==> src/sv/ebga_pkg.sv <==
// Shared types, constants and register codes of the eye blink and gaze animator.
`default_nettype none

package ebga_pkg;

  // Default width of the time base and of all stored times.
  localparam int TIME_WIDTH_DEF = 32;

  // Field widths.
  localparam int NOW_W      = 32;
  localparam int GAP_W      = 16;
  localparam int DUR_W      = 16;
  localparam int LEVEL_W    = 9;
  localparam int HEIGHT_W   = 10;
  localparam int RADIUS_W   = 9;
  localparam int GAZE_W     = 5;
  localparam int APB_ADDR_W = 5;
  localparam int APB_DATA_W = 32;

  // Register reset values.
  localparam logic [DUR_W-1:0]    BLINK_DURATION_RST   = 16'd150;
  localparam logic [LEVEL_W-1:0]  CLOSED_LEVEL_RST     = 9'd13;
  localparam logic [DUR_W-1:0]    SACCADE_DURATION_RST = 16'd120;
  localparam logic [HEIGHT_W-1:0] EYE_FULL_HEIGHT_RST  = 10'd96;
  localparam logic [HEIGHT_W-1:0] EYE_WIDTH_RST        = 10'd78;
  localparam logic [RADIUS_W-1:0] CORNER_LIMIT_RST     = 9'd24;

  // Fixed-point constants.
  localparam logic [LEVEL_W-1:0]  Q8_ONE       = 9'd256;
  localparam logic [16:0]         Q16_ONE      = 17'h10000;
  localparam logic [17:0]         SMOOTH_THREE = 18'd196608;
  localparam logic [HEIGHT_W-1:0] MIN_HEIGHT   = 10'd4;

  // Divider step counts.
  localparam int                    DIV_STEPS_W    = 5;
  localparam logic [DIV_STEPS_W-1:0] TRI_STEPS      = 5'd8;
  localparam logic [DIV_STEPS_W-1:0] PROGRESS_STEPS = 5'd16;

  // Register indexes on the configuration port.
  typedef enum logic [2:0] {
    REG_BLINK_DURATION   = 3'd0,
    REG_CLOSED_LEVEL     = 3'd1,
    REG_SACCADE_DURATION = 3'd2,
    REG_EYE_FULL_HEIGHT  = 3'd3,
    REG_EYE_WIDTH        = 3'd4,
    REG_CORNER_LIMIT     = 3'd5
  } ebga_reg_t;

  // Configuration register set.
  typedef struct packed {
    logic [DUR_W-1:0]    blink_duration;
    logic [LEVEL_W-1:0]  closed_level;
    logic [DUR_W-1:0]    saccade_duration;
    logic [HEIGHT_W-1:0] eye_full_height;
    logic [HEIGHT_W-1:0] eye_width;
    logic [RADIUS_W-1:0] corner_limit;
  } ebga_cfg_t;

  // Commands from the controller to the datapath.
  typedef struct packed {
    logic load;
    logic trigger;
    logic bdiv_start;
    logic open_en;
    logic height_en;
    logic pdiv_start;
    logic p2_en;
    logic smooth_en;
    logic gaze_en;
    logic out_load;
  } ebga_cmd_t;

  // Status from the datapath to the controller.
  typedef struct packed {
    logic div_busy;
  } ebga_status_t;

endpackage

`default_nettype wire

==> src/sv/ebga_if.sv <==
// Valid/ready channel interfaces for frame ticks and animation results.
`default_nettype none

interface ebga_frame_if import ebga_pkg::*; ();
  logic                    valid;
  logic                    ready;
  logic [NOW_W-1:0]        now_ms;
  logic [GAP_W-1:0]        blink_gap;
  logic signed [GAZE_W-1:0] target_x;
  logic signed [GAZE_W-1:0] target_y;
  logic [GAP_W-1:0]        saccade_gap;

  modport source (output valid, now_ms, blink_gap, target_x, target_y, saccade_gap,
                  input ready);
  modport sink (input valid, now_ms, blink_gap, target_x, target_y, saccade_gap,
                output ready);
endinterface

interface ebga_result_if import ebga_pkg::*; ();
  logic                     valid;
  logic                     ready;
  logic [LEVEL_W-1:0]       eye_open;
  logic [HEIGHT_W-1:0]      eye_height;
  logic [RADIUS_W-1:0]      corner_radius;
  logic signed [GAZE_W-1:0] gaze_x;
  logic signed [GAZE_W-1:0] gaze_y;

  modport source (output valid, eye_open, eye_height, corner_radius, gaze_x, gaze_y,
                  input ready);
  modport sink (input valid, eye_open, eye_height, corner_radius, gaze_x, gaze_y,
                output ready);
endinterface

`default_nettype wire

==> src/sv/ebga_div.sv <==
// Restoring divider, one quotient bit per cycle, for fractions below one.
`default_nettype none

module ebga_div import ebga_pkg::*; (
  input  wire logic                   clk,
  input  wire logic                   rst,
  input  wire logic                   start,
  input  wire logic [DUR_W-1:0]       rem_init,
  input  wire logic [DUR_W-1:0]       divisor,
  input  wire logic [DIV_STEPS_W-1:0] steps,
  output logic                        busy,
  output logic [DUR_W-1:0]            quot
);

  logic [DIV_STEPS_W-1:0] cnt;
  logic [DUR_W-1:0]       rem;
  logic [DUR_W-1:0]       dvsr;
  logic [DUR_W:0]         rem_shift;
  logic [DUR_W:0]         rem_sub;
  logic                   fits;

  // One trial subtraction of the doubled remainder against the held divisor.
  always_comb begin
    rem_shift = {rem, 1'b0};
    rem_sub   = rem_shift - {1'b0, dvsr};
    fits      = rem_shift >= {1'b0, dvsr};
  end

  assign busy = cnt != '0;

  // Step counter.
  always_ff @(posedge clk) begin
    if (rst) begin
      cnt <= '0;
    end else if (start) begin
      cnt <= steps;
    end else if (busy) begin
      cnt <= cnt - DIV_STEPS_W'(1);
    end
  end

  // Remainder and quotient shift; the divisor is held for the whole division.
  always_ff @(posedge clk) begin
    if (start) begin
      rem  <= rem_init;
      dvsr <= divisor;
      quot <= '0;
    end else if (busy) begin
      rem  <= fits ? rem_sub[DUR_W-1:0] : rem_shift[DUR_W-1:0];
      quot <= {quot[DUR_W-2:0], fits};
    end
  end

endmodule

`default_nettype wire

==> src/sv/ebga_dp.sv <==
// Datapath: animation state, openness and height math, smoothstep gaze easing.
`default_nettype none

module ebga_dp import ebga_pkg::*; #(
  parameter int TIME_WIDTH = TIME_WIDTH_DEF
) (
  input  wire logic                     clk,
  input  wire logic                     rst,
  input  wire ebga_cfg_t                cfg,
  input  wire ebga_cmd_t                cmd,
  output ebga_status_t                  status,
  input  wire logic [NOW_W-1:0]         now_ms,
  input  wire logic [GAP_W-1:0]         blink_gap,
  input  wire logic signed [GAZE_W-1:0] target_x,
  input  wire logic signed [GAZE_W-1:0] target_y,
  input  wire logic [GAP_W-1:0]         saccade_gap,
  output logic [LEVEL_W-1:0]            eye_open,
  output logic [HEIGHT_W-1:0]           eye_height,
  output logic [RADIUS_W-1:0]           corner_radius,
  output logic signed [GAZE_W-1:0]      gaze_x,
  output logic signed [GAZE_W-1:0]      gaze_y
);

  // Moves one gaze axis from its start toward its target by the eased fraction.
  function automatic logic [GAZE_W-1:0] ease_axis(logic [GAZE_W-1:0] from,
                                                  logic [GAZE_W-1:0] to,
                                                  logic [16:0]       s);
    logic signed [GAZE_W:0] from6;
    logic signed [GAZE_W:0] diff;
    logic signed [GAZE_W:0] mag6;
    logic [21:0]            prod;
    logic signed [GAZE_W:0] step;
    logic signed [GAZE_W:0] pos;
    from6 = $signed({from[GAZE_W-1], from});
    diff  = $signed({to[GAZE_W-1], to}) - from6;
    mag6  = diff[GAZE_W] ? -diff : diff;
    prod  = 22'(mag6[GAZE_W-1:0]) * 22'(s);
    step  = $signed({1'b0, prod[20:16]});
    pos   = diff[GAZE_W] ? from6 - step : from6 + step;
    return pos[GAZE_W-1:0];
  endfunction

  // Latched frame fields.
  logic [TIME_WIDTH-1:0]    now_r;
  logic [GAP_W-1:0]         bgap_r;
  logic [GAP_W-1:0]         sgap_r;
  logic [GAZE_W-1:0]        tx_r;
  logic [GAZE_W-1:0]        ty_r;

  // Animation state.
  logic [TIME_WIDTH-1:0]    blink_due;
  logic [TIME_WIDTH-1:0]    blink_end_time;
  logic [TIME_WIDTH-1:0]    saccade_start;
  logic [TIME_WIDTH-1:0]    saccade_due;
  logic [GAZE_W-1:0]        gaze_now_x;
  logic [GAZE_W-1:0]        gaze_now_y;
  logic [GAZE_W-1:0]        gaze_from_x;
  logic [GAZE_W-1:0]        gaze_from_y;
  logic [GAZE_W-1:0]        gaze_to_x;
  logic [GAZE_W-1:0]        gaze_to_y;

  // Intermediate results.
  logic                     blink_act_r;
  logic                     tri_full_r;
  logic                     p_full_r;
  logic [LEVEL_W-1:0]       open_r;
  logic [HEIGHT_W-1:0]      height_r;
  logic [16:0]              p_r;
  logic [32:0]              p2_r;
  logic [16:0]              s_r;

  // Divider hookup.
  logic                     div_start;
  logic [DUR_W-1:0]         div_rem_init;
  logic [DUR_W-1:0]         div_divisor;
  logic [DIV_STEPS_W-1:0]   div_steps;
  logic                     div_busy;
  logic [DUR_W-1:0]         div_quot;

  // Combinational terms.
  logic [TIME_WIDTH-1:0]    blink_end_new;
  logic [TIME_WIDTH-1:0]    r_full;
  logic [DUR_W-1:0]         r_sat;
  logic [DUR_W:0]           two_r;
  logic [DUR_W:0]           dur17;
  logic [DUR_W:0]           dd17;
  logic [DUR_W-1:0]         dd;
  logic                     blink_act;
  logic [TIME_WIDTH-1:0]    t_elapsed;
  logic [LEVEL_W-1:0]       closed_sat;
  logic [LEVEL_W-1:0]       span;
  logic [LEVEL_W-1:0]       tri_q8;
  logic [17:0]              open_prod;
  logic [LEVEL_W-1:0]       open_calc;
  logic [18:0]              h_prod;
  logic [10:0]              h_raw;
  logic [HEIGHT_W-1:0]      height_calc;
  logic [HEIGHT_W-1:0]      min_wh;
  logic [RADIUS_W-1:0]      half_wh;
  logic [RADIUS_W-1:0]      radius_calc;
  logic [16:0]              p_sel;
  logic [33:0]              p_sq;
  logic [17:0]              smooth_w;
  logic [50:0]              smooth_prod;

  // Triangle distance from the middle of the blink.
  always_comb begin
    blink_end_new = now_r + TIME_WIDTH'(cfg.blink_duration);
    blink_act     = (now_r < blink_end_time) && (cfg.blink_duration != '0);
    r_full        = blink_end_time - now_r;
    r_sat         = (r_full > TIME_WIDTH'(cfg.blink_duration)) ? cfg.blink_duration
                                                                : r_full[DUR_W-1:0];
    two_r         = {r_sat, 1'b0};
    dur17         = {1'b0, cfg.blink_duration};
    dd17          = (two_r >= dur17) ? two_r - dur17 : dur17 - two_r;
    dd            = dd17[DUR_W-1:0];
    t_elapsed     = now_r - saccade_start;
  end

  // The divider serves the blink fraction first, then the saccade progress.
  always_comb begin
    div_start    = cmd.bdiv_start || cmd.pdiv_start;
    div_rem_init = cmd.bdiv_start ? dd : t_elapsed[DUR_W-1:0];
    div_divisor  = cmd.bdiv_start ? cfg.blink_duration : cfg.saccade_duration;
    div_steps    = cmd.bdiv_start ? TRI_STEPS : PROGRESS_STEPS;
  end

  ebga_div u_div (
    .clk      (clk),
    .rst      (rst),
    .start    (div_start),
    .rem_init (div_rem_init),
    .divisor  (div_divisor),
    .steps    (div_steps),
    .busy     (div_busy),
    .quot     (div_quot)
  );

  assign status.div_busy = div_busy;

  // Openness, height and corner radius.
  always_comb begin
    closed_sat  = (cfg.closed_level > Q8_ONE) ? Q8_ONE : cfg.closed_level;
    span        = Q8_ONE - closed_sat;
    tri_q8      = tri_full_r ? Q8_ONE : {1'b0, div_quot[7:0]};
    open_prod   = 18'(span) * 18'(tri_q8);
    open_calc   = closed_sat + open_prod[16:8];
    h_prod      = 19'(cfg.eye_full_height) * 19'(open_r);
    h_raw       = h_prod[18:8];
    if (h_raw < 11'(MIN_HEIGHT)) begin
      height_calc = MIN_HEIGHT;
    end else if (h_raw[10]) begin
      height_calc = '1;
    end else begin
      height_calc = h_raw[HEIGHT_W-1:0];
    end
    min_wh      = (cfg.eye_width < height_r) ? cfg.eye_width : height_r;
    half_wh     = min_wh[HEIGHT_W-1:1];
    radius_calc = (half_wh > cfg.corner_limit) ? cfg.corner_limit : half_wh;
  end

  // Saccade progress and Q16 smoothstep.
  always_comb begin
    p_sel       = p_full_r ? Q16_ONE : {1'b0, div_quot};
    p_sq        = 34'(p_sel) * 34'(p_sel);
    smooth_w    = SMOOTH_THREE - {p_r, 1'b0};
    smooth_prod = 51'(p2_r) * 51'(smooth_w);
  end

  // Animation state registers.
  always_ff @(posedge clk) begin
    if (rst) begin
      blink_due      <= '0;
      blink_end_time <= '0;
      saccade_start  <= '0;
      saccade_due    <= '0;
      gaze_now_x     <= '0;
      gaze_now_y     <= '0;
      gaze_from_x    <= '0;
      gaze_from_y    <= '0;
      gaze_to_x      <= '0;
      gaze_to_y      <= '0;
    end else begin
      if (cmd.trigger && (now_r >= blink_due)) begin
        blink_end_time <= blink_end_new;
        blink_due      <= blink_end_new + TIME_WIDTH'(bgap_r);
      end
      if (cmd.trigger && (now_r >= saccade_due)) begin
        gaze_from_x   <= gaze_now_x;
        gaze_from_y   <= gaze_now_y;
        gaze_to_x     <= tx_r;
        gaze_to_y     <= ty_r;
        saccade_start <= now_r;
        saccade_due   <= now_r + TIME_WIDTH'(cfg.saccade_duration) + TIME_WIDTH'(sgap_r);
      end
      if (cmd.gaze_en) begin
        gaze_now_x <= ease_axis(gaze_from_x, gaze_to_x, s_r);
        gaze_now_y <= ease_axis(gaze_from_y, gaze_to_y, s_r);
      end
    end
  end

  // Frame capture and intermediate results.
  always_ff @(posedge clk) begin
    if (cmd.load) begin
      now_r  <= TIME_WIDTH'(now_ms);
      bgap_r <= blink_gap;
      sgap_r <= saccade_gap;
      tx_r   <= target_x;
      ty_r   <= target_y;
    end
    if (cmd.bdiv_start) begin
      blink_act_r <= blink_act;
      tri_full_r  <= dd == cfg.blink_duration;
    end
    if (cmd.open_en) begin
      open_r <= blink_act_r ? open_calc : Q8_ONE;
    end
    if (cmd.height_en) begin
      height_r <= height_calc;
    end
    if (cmd.pdiv_start) begin
      p_full_r <= t_elapsed >= TIME_WIDTH'(cfg.saccade_duration);
    end
    if (cmd.p2_en) begin
      p_r  <= p_sel;
      p2_r <= p_sq[32:0];
    end
    if (cmd.smooth_en) begin
      s_r <= smooth_prod[48:32];
    end
  end

  // Result register.
  always_ff @(posedge clk) begin
    if (cmd.out_load) begin
      eye_open      <= open_r;
      eye_height    <= height_r;
      corner_radius <= radius_calc;
      gaze_x        <= gaze_now_x;
      gaze_y        <= gaze_now_y;
    end
  end

endmodule

`default_nettype wire

==> src/sv/ebga_ctrl.sv <==
// Controller: sequences one frame tick through the datapath and owns the handshakes.
`default_nettype none

module ebga_ctrl import ebga_pkg::*; (
  input  wire logic         clk,
  input  wire logic         rst,
  input  wire logic         in_valid,
  output logic              in_ready,
  output logic              out_valid,
  input  wire logic         out_ready,
  input  wire ebga_status_t status,
  output ebga_cmd_t         cmd
);

  typedef enum logic [11:0] {
    S_IDLE   = 12'b0000_0000_0001,
    S_TRIG   = 12'b0000_0000_0010,
    S_BDIV   = 12'b0000_0000_0100,
    S_BWAIT  = 12'b0000_0000_1000,
    S_OPEN   = 12'b0000_0001_0000,
    S_HEIGHT = 12'b0000_0010_0000,
    S_PDIV   = 12'b0000_0100_0000,
    S_PWAIT  = 12'b0000_1000_0000,
    S_P2     = 12'b0001_0000_0000,
    S_SMOOTH = 12'b0010_0000_0000,
    S_GAZE   = 12'b0100_0000_0000,
    S_OUT    = 12'b1000_0000_0000
  } state_t;

  state_t state;
  state_t state_next;
  logic   out_free;

  assign out_free = !out_valid || out_ready;
  assign in_ready = state == S_IDLE;

  // Next state.
  always_comb begin
    state_next = state;
    case (state)
      S_IDLE:   if (in_valid) state_next = S_TRIG;
      S_TRIG:   state_next = S_BDIV;
      S_BDIV:   state_next = S_BWAIT;
      S_BWAIT:  if (!status.div_busy) state_next = S_OPEN;
      S_OPEN:   state_next = S_HEIGHT;
      S_HEIGHT: state_next = S_PDIV;
      S_PDIV:   state_next = S_PWAIT;
      S_PWAIT:  if (!status.div_busy) state_next = S_P2;
      S_P2:     state_next = S_SMOOTH;
      S_SMOOTH: state_next = S_GAZE;
      S_GAZE:   state_next = S_OUT;
      S_OUT:    if (out_free) state_next = S_IDLE;
      default:  state_next = S_IDLE;
    endcase
  end

  // Datapath commands.
  always_comb begin
    cmd            = '0;
    cmd.load       = (state == S_IDLE) && in_valid;
    cmd.trigger    = state == S_TRIG;
    cmd.bdiv_start = state == S_BDIV;
    cmd.open_en    = (state == S_BWAIT) && !status.div_busy;
    cmd.height_en  = state == S_HEIGHT;
    cmd.pdiv_start = state == S_PDIV;
    cmd.p2_en      = (state == S_PWAIT) && !status.div_busy;
    cmd.smooth_en  = state == S_SMOOTH;
    cmd.gaze_en    = state == S_GAZE;
    cmd.out_load   = (state == S_OUT) && out_free;
  end

  // State and result valid flag.
  always_ff @(posedge clk) begin
    if (rst) begin
      state     <= S_IDLE;
      out_valid <= 1'b0;
    end else begin
      state <= state_next;
      if (cmd.out_load) begin
        out_valid <= 1'b1;
      end else if (out_ready) begin
        out_valid <= 1'b0;
      end
    end
  end

endmodule

`default_nettype wire

==> src/sv/eye_blink_gaze_animator_top.sv <==
// Top level of the eye blink and gaze animator: register port, controller and datapath.
//
// Each frame tick transfer carries the time in milliseconds and four random draws; the
// block answers with one result transfer holding eye openness (Q8), eye height, corner
// radius and the gaze offset. A new tick is taken only after the last one is done.
// The shared one-bit-per-cycle divider takes 8 steps for the blink fraction and 16 for
// the saccade progress; a result waiting at the output holds the block only if it is
// still not taken when the next one is finished. Registers sit at byte addresses 4*i;
// the user must write them only while the block is idle; the block does not enforce it.
`default_nettype none

module eye_blink_gaze_animator_top import ebga_pkg::*; #(
  parameter int TIME_WIDTH = TIME_WIDTH_DEF
) (
  input  wire logic                  clk,
  input  wire logic                  rst,
  ebga_frame_if.sink                 frame,
  ebga_result_if.source              result,
  input  wire logic                  psel,
  input  wire logic                  penable,
  input  wire logic                  pwrite,
  input  wire logic [APB_ADDR_W-1:0] paddr,
  input  wire logic [APB_DATA_W-1:0] pwdata,
  output logic [APB_DATA_W-1:0]      prdata,
  output logic                       pready
);

  ebga_cfg_t    cfg;
  ebga_cmd_t    cmd;
  ebga_status_t status;
  ebga_reg_t    reg_sel;
  logic         cfg_write;

  assign pready    = 1'b1;
  assign reg_sel   = ebga_reg_t'(paddr[APB_ADDR_W-1:2]);
  assign cfg_write = psel && penable && pwrite && pready;

  // Configuration registers.
  always_ff @(posedge clk) begin
    if (rst) begin
      cfg.blink_duration   <= BLINK_DURATION_RST;
      cfg.closed_level     <= CLOSED_LEVEL_RST;
      cfg.saccade_duration <= SACCADE_DURATION_RST;
      cfg.eye_full_height  <= EYE_FULL_HEIGHT_RST;
      cfg.eye_width        <= EYE_WIDTH_RST;
      cfg.corner_limit     <= CORNER_LIMIT_RST;
    end else if (cfg_write) begin
      case (reg_sel)
        REG_BLINK_DURATION:   cfg.blink_duration   <= pwdata[DUR_W-1:0];
        REG_CLOSED_LEVEL:     cfg.closed_level     <= pwdata[LEVEL_W-1:0];
        REG_SACCADE_DURATION: cfg.saccade_duration <= pwdata[DUR_W-1:0];
        REG_EYE_FULL_HEIGHT:  cfg.eye_full_height  <= pwdata[HEIGHT_W-1:0];
        REG_EYE_WIDTH:        cfg.eye_width        <= pwdata[HEIGHT_W-1:0];
        REG_CORNER_LIMIT:     cfg.corner_limit     <= pwdata[RADIUS_W-1:0];
        default: ;
      endcase
    end
  end

  // Register read-back.
  always_comb begin
    case (reg_sel)
      REG_BLINK_DURATION:   prdata = APB_DATA_W'(cfg.blink_duration);
      REG_CLOSED_LEVEL:     prdata = APB_DATA_W'(cfg.closed_level);
      REG_SACCADE_DURATION: prdata = APB_DATA_W'(cfg.saccade_duration);
      REG_EYE_FULL_HEIGHT:  prdata = APB_DATA_W'(cfg.eye_full_height);
      REG_EYE_WIDTH:        prdata = APB_DATA_W'(cfg.eye_width);
      REG_CORNER_LIMIT:     prdata = APB_DATA_W'(cfg.corner_limit);
      default:              prdata = '0;
    endcase
  end

  ebga_ctrl u_ctrl (
    .clk       (clk),
    .rst       (rst),
    .in_valid  (frame.valid),
    .in_ready  (frame.ready),
    .out_valid (result.valid),
    .out_ready (result.ready),
    .status    (status),
    .cmd       (cmd)
  );

  ebga_dp #(
    .TIME_WIDTH (TIME_WIDTH)
  ) u_dp (
    .clk           (clk),
    .rst           (rst),
    .cfg           (cfg),
    .cmd           (cmd),
    .status        (status),
    .now_ms        (frame.now_ms),
    .blink_gap     (frame.blink_gap),
    .target_x      (frame.target_x),
    .target_y      (frame.target_y),
    .saccade_gap   (frame.saccade_gap),
    .eye_open      (result.eye_open),
    .eye_height    (result.eye_height),
    .corner_radius (result.corner_radius),
    .gaze_x        (result.gaze_x),
    .gaze_y        (result.gaze_y)
  );

endmodule

`default_nettype wire
==> src/flat_wrapper.sv <==
// flat-port wrapper written by rule: the top's interface ports become plain ports
module eye_blink_gaze_animator_top_flat import ebga_pkg::*;
#(
  parameter int TIME_WIDTH = TIME_WIDTH_DEF
)
  (clk, rst, psel, penable, pwrite, paddr, pwdata, prdata, pready, frame_valid, frame_now_ms, frame_blink_gap, frame_target_x, frame_target_y, frame_saccade_gap, frame_ready, result_valid, result_eye_open, result_eye_height, result_corner_radius, result_gaze_x, result_gaze_y, result_ready);
  ebga_frame_if frame_i ();
  ebga_result_if result_i ();
  input  wire logic clk;
  input  wire logic rst;
  input  wire logic psel;
  input  wire logic penable;
  input  wire logic pwrite;
  input  wire logic [APB_ADDR_W-1:0] paddr;
  input  wire logic [APB_DATA_W-1:0] pwdata;
  output logic [APB_DATA_W-1:0] prdata;
  output logic pready;
  input wire logic [$bits(frame_i.valid)-1:0] frame_valid;
  input wire logic [$bits(frame_i.now_ms)-1:0] frame_now_ms;
  input wire logic [$bits(frame_i.blink_gap)-1:0] frame_blink_gap;
  input wire logic [$bits(frame_i.target_x)-1:0] frame_target_x;
  input wire logic [$bits(frame_i.target_y)-1:0] frame_target_y;
  input wire logic [$bits(frame_i.saccade_gap)-1:0] frame_saccade_gap;
  output wire logic [$bits(frame_i.ready)-1:0] frame_ready;
  output wire logic [$bits(result_i.valid)-1:0] result_valid;
  output wire logic [$bits(result_i.eye_open)-1:0] result_eye_open;
  output wire logic [$bits(result_i.eye_height)-1:0] result_eye_height;
  output wire logic [$bits(result_i.corner_radius)-1:0] result_corner_radius;
  output wire logic [$bits(result_i.gaze_x)-1:0] result_gaze_x;
  output wire logic [$bits(result_i.gaze_y)-1:0] result_gaze_y;
  input wire logic [$bits(result_i.ready)-1:0] result_ready;
  assign frame_i.valid = frame_valid;
  assign frame_i.now_ms = frame_now_ms;
  assign frame_i.blink_gap = frame_blink_gap;
  assign frame_i.target_x = frame_target_x;
  assign frame_i.target_y = frame_target_y;
  assign frame_i.saccade_gap = frame_saccade_gap;
  assign frame_ready = frame_i.ready;
  assign result_valid = result_i.valid;
  assign result_eye_open = result_i.eye_open;
  assign result_eye_height = result_i.eye_height;
  assign result_corner_radius = result_i.corner_radius;
  assign result_gaze_x = result_i.gaze_x;
  assign result_gaze_y = result_i.gaze_y;
  assign result_i.ready = result_ready;
  eye_blink_gaze_animator_top #(.TIME_WIDTH(TIME_WIDTH)) u_core (.clk(clk), .rst(rst), .frame(frame_i), .result(result_i), .psel(psel), .penable(penable), .pwrite(pwrite), .paddr(paddr), .pwdata(pwdata), .prdata(prdata), .pready(pready));
endmodule
==> config.mk <==
export PLATFORM = sky130hd
export DESIGN_NAME = eye_blink_gaze_animator_top_flat
export DESIGN_NICKNAME = d
export VERILOG_FILES = /design/src/sv/ebga_pkg.sv /design/src/sv/ebga_if.sv /design/src/sv/ebga_div.sv /design/src/sv/ebga_dp.sv /design/src/sv/ebga_ctrl.sv /design/src/sv/eye_blink_gaze_animator_top.sv /design/src/flat_wrapper.sv
export SDC_FILE = /design/constraint.sdc
export NUM_CORES = 2
export LEC_CHECK = 0
export ABC_AREA = 1
export ABC_CLOCK_PERIOD_IN_PS = 10100
export CAP_MARGIN = 25
export CORE_MARGIN = 2
export CORE_UTILIZATION = 55
export DETAILED_ROUTE_END_ITERATION = 12
export DONT_BUFFER_PORTS = 1
export PLACE_DENSITY_LB_ADDON = 0.2
export SLEW_MARGIN = 10
export SYNTH_ARGS = -nofsm -noshare
export SYNTH_HDL_FRONTEND = slang
export SYNTH_SLANG_ARGS = --single-unit
==> constraint.sdc <==
create_clock -name clk -period 10.1 [get_ports clk]
set_input_delay 2.02 -clock clk [delete_from_list [all_inputs] [get_ports clk]]
set_output_delay 2.02 -clock clk [all_outputs]
set_load 0.1 [all_outputs]
==> results.yml <==
status:
  status: "complete, no violations"
die:
  die_h_um: 350
  core_um2: 118000
  die-area_um2: 122000
  row_count: 126
  die_x_um: 350
  start_util: 0.556
  io-pin-count: 191
timing:
  worst_slew_pin_slew_ns: 1.07
  setup_viol: 0
  fin_crit_sh: 0.842
  period_needed_ns: 8.51
  drv_slew: 0
  maxSlewHeadroom: 0.283
  fmax_ghz: 0.118
  final_hold_viol_count: 0
  skew_ns: 0.0544
  rsz0062_at_grt: "false"
  tns_ns: 0
routing:
  firstDrtPassIters: 6
  top_layer: "met5"
  wl_per_cell_um: 18.7
  drt-initial-drc-count: 3911
  antenna_left: 0
  dr_wl_met2_um: 87400
  wl_met1_um: 78700
  dr_wl_met3_um: 12200
  routed-via-count: 53900
  viasPerCell: 5.45
  drc: 0
  wirelength_um: 185000
clock_tree:
  post_cts_buffers: 0
  clock_latency_ns: 0.68
  cts_resized: 0
  clock_path_buffers: 3
  ctsHtreeMaxLevel: 2
  clkSinkCount: 493
  cts_tree: "done"
  clock-root-buffer: "clkbuf_16"
  clk_pin_slew_ns: 0.06
  cts_hold_buf: 0
  cts_made_buffers: 55
setup_path:
  critical_path_class: "reg2reg"
  worstSetupStartpointType: "flop"
  worstPathArrival_ns: 8.91
  cp_max_fo: 36
  crit_slowest_cell: "inv_1"
  slowest_delay_ns: 0.60
  cp.required_ns: 10.50
  crit_top_cell: "fa_1"
  cpLargestDelayFamily: "adder cells"
  crit_buf_inv: 5
  end_kind: "flop"
layout:
  drive_above_1_share: 0.0296
  syn_to_final_growth_pct: 6.07
  final_nets: 9893
  final_common_cell: "inv_1"
  final_cell_mix: "1852 x inv_1, 1492 x nand2_1, 869 x fa_1"
synthesis:
  synthFlopType: "dfxtp_1"
  synth_edf_count: 231
  ys_ff_latch: 493
  ys_seq_area_frac: 0.185
  ys_warn_count: 0
  synthArstFlopShare: 0
  synthCells: 8301
  syn_area_per_cell_um2: 7.93
  ys_types: 66
  netlist_area_um2: 65800
grt:
  grt_max_degree: 117
  grt_pass1_wl_um: 293000
  grt_pass1_vias: 53700
  grt.overflow.total: 0
  antenna_found_initial: 4
  grt_use_total: 0.306
worst_hold_path:
  hp-class: "reg2reg"
placement:
  hpwl_um: 148000
  place_congestion: 0.990
  io_buffer_count: 0
job:
  max-cap-violations: 0
## cell families after synthesis
kind of cell               Yosys count  share of synthesized area
AOI/OAI and AO/OA                 1217                      0.101
xor gates and xnor gates           273                     0.0363
adders and majority gates         1533                      0.391
buffers and inverters             2110                      0.122
DFF                                493                      0.185
other                                2                   0.000114
and+or+nand+nor                   2673                      0.165
## registers in the layout, indices dropped and copies added (netlist names), 16 cells and up
name                        flops
u_core.cfg                     70
u_core.u_dp.blink_due          32
u_core.u_dp.blink_end_time     32
u_core.u_dp.now_r              32
u_core.u_dp.saccade_due        32
u_core.u_dp.saccade_start      32
u_core.u_dp.p2_r               31
u_core.u_dp.p_r                17
u_core.u_dp.s_r                17
u_core.u_dp.bgap_r             16
u_core.u_dp.sgap_r             16
u_core.u_dp.u_div.dvsr         16
u_core.u_dp.u_div.quot         16
u_core.u_dp.u_div.rem          16
## layer usage
metal | up-vias | global-route usage
met2 | 1739 | 0.515
li1 | 25600 | -
met4 | 2 | 0.0963
met3 | 347 | 0.0390
met5 | - | 0
met1 | 26200 | 0.410
## stage by stage
stage	utilization	instances	instance area (µm²)	hold WS [ns]	worst slack (ns)
after CTS	0.589	9885	69700	0.458	1.67
after floorplan	-	8353	66000	0.420	2.60
after detailed placement	0.572	9781	67700	0.447	1.62
after global placement	0.571	9775	67600	0.435	1.68
after global routing	0.589	9889	69800	0.468	0.906
final	0.589	9892	69800	0.455	1.59
## layout make-up
| class | instances | area [µm²] |
|---|---|---|
| timing repair buffer | 64 | 634 |
| antenna | 3 | 7.51 |
| fill | 10900 | 48600 |
| tap | 1600 | 2000 |
| clock buffer | 69 | 1500 |
| clock inverter | 35 | 488 |
| sequential | 493 | 12200 |
| multi-input combinational | 5750 | 45900 |
| inverter | 1878 | 7050 |
## synthesized netlist by cell type (14+ instances only)
library cell     n  area (µm²)
a211oi_1        22         165
o211ai_1        29         218
o21ai_0        430        2150
o21bai_1        21         158
a21o_1          18         135
edfxtp_1       231        6940
clkbuf_1       198         743
inv_2           15        56.3
xnor2_1         84         736
nand3_1        168         841
nand4_1         70         438
dfxtp_1        262        5250
inv_1         1853        6960
or2_2           15        93.8
nor3_1          67         335
nor2_1         780        2930
o21ai_1         14        70.1
o22ai_1         29         181
a31oi_1         24         150
fa_1           869       17400
buf_4           17         128
xor2_1         189        1660
a21oi_1        544        2720
nand2_1       1494        5610
nor4_1          20         125
ha_1           664        8310
## path summary, 6_finish.rpt
path / start / to / slack (ns) / depth (start not counted)
worst max-delay path: u_core.u_dp.p_r[0] / u_core.u_dp.s_r[9] / 1.59 / 27
worst min-delay path: u_core.u_dp.saccade_start[27] / u_core.u_dp.saccade_start[27] / 0.46 / 2
worst max register to register: u_core.u_dp.p_r[0] / u_core.u_dp.s_r[9] / 1.59 / 27
worst min register to register: u_core.u_dp.saccade_start[27] / u_core.u_dp.saccade_start[27] / 0.46 / 2
## worst min-delay path: stages (launching register included)
cell	delay, ns
dfxtp_1	0.30
inv_1	0.06
a21oi_1	0.05
Power is not shown: default switching activity piles up to over one toggle a cycle in this logic, so the estimate is an artifact.
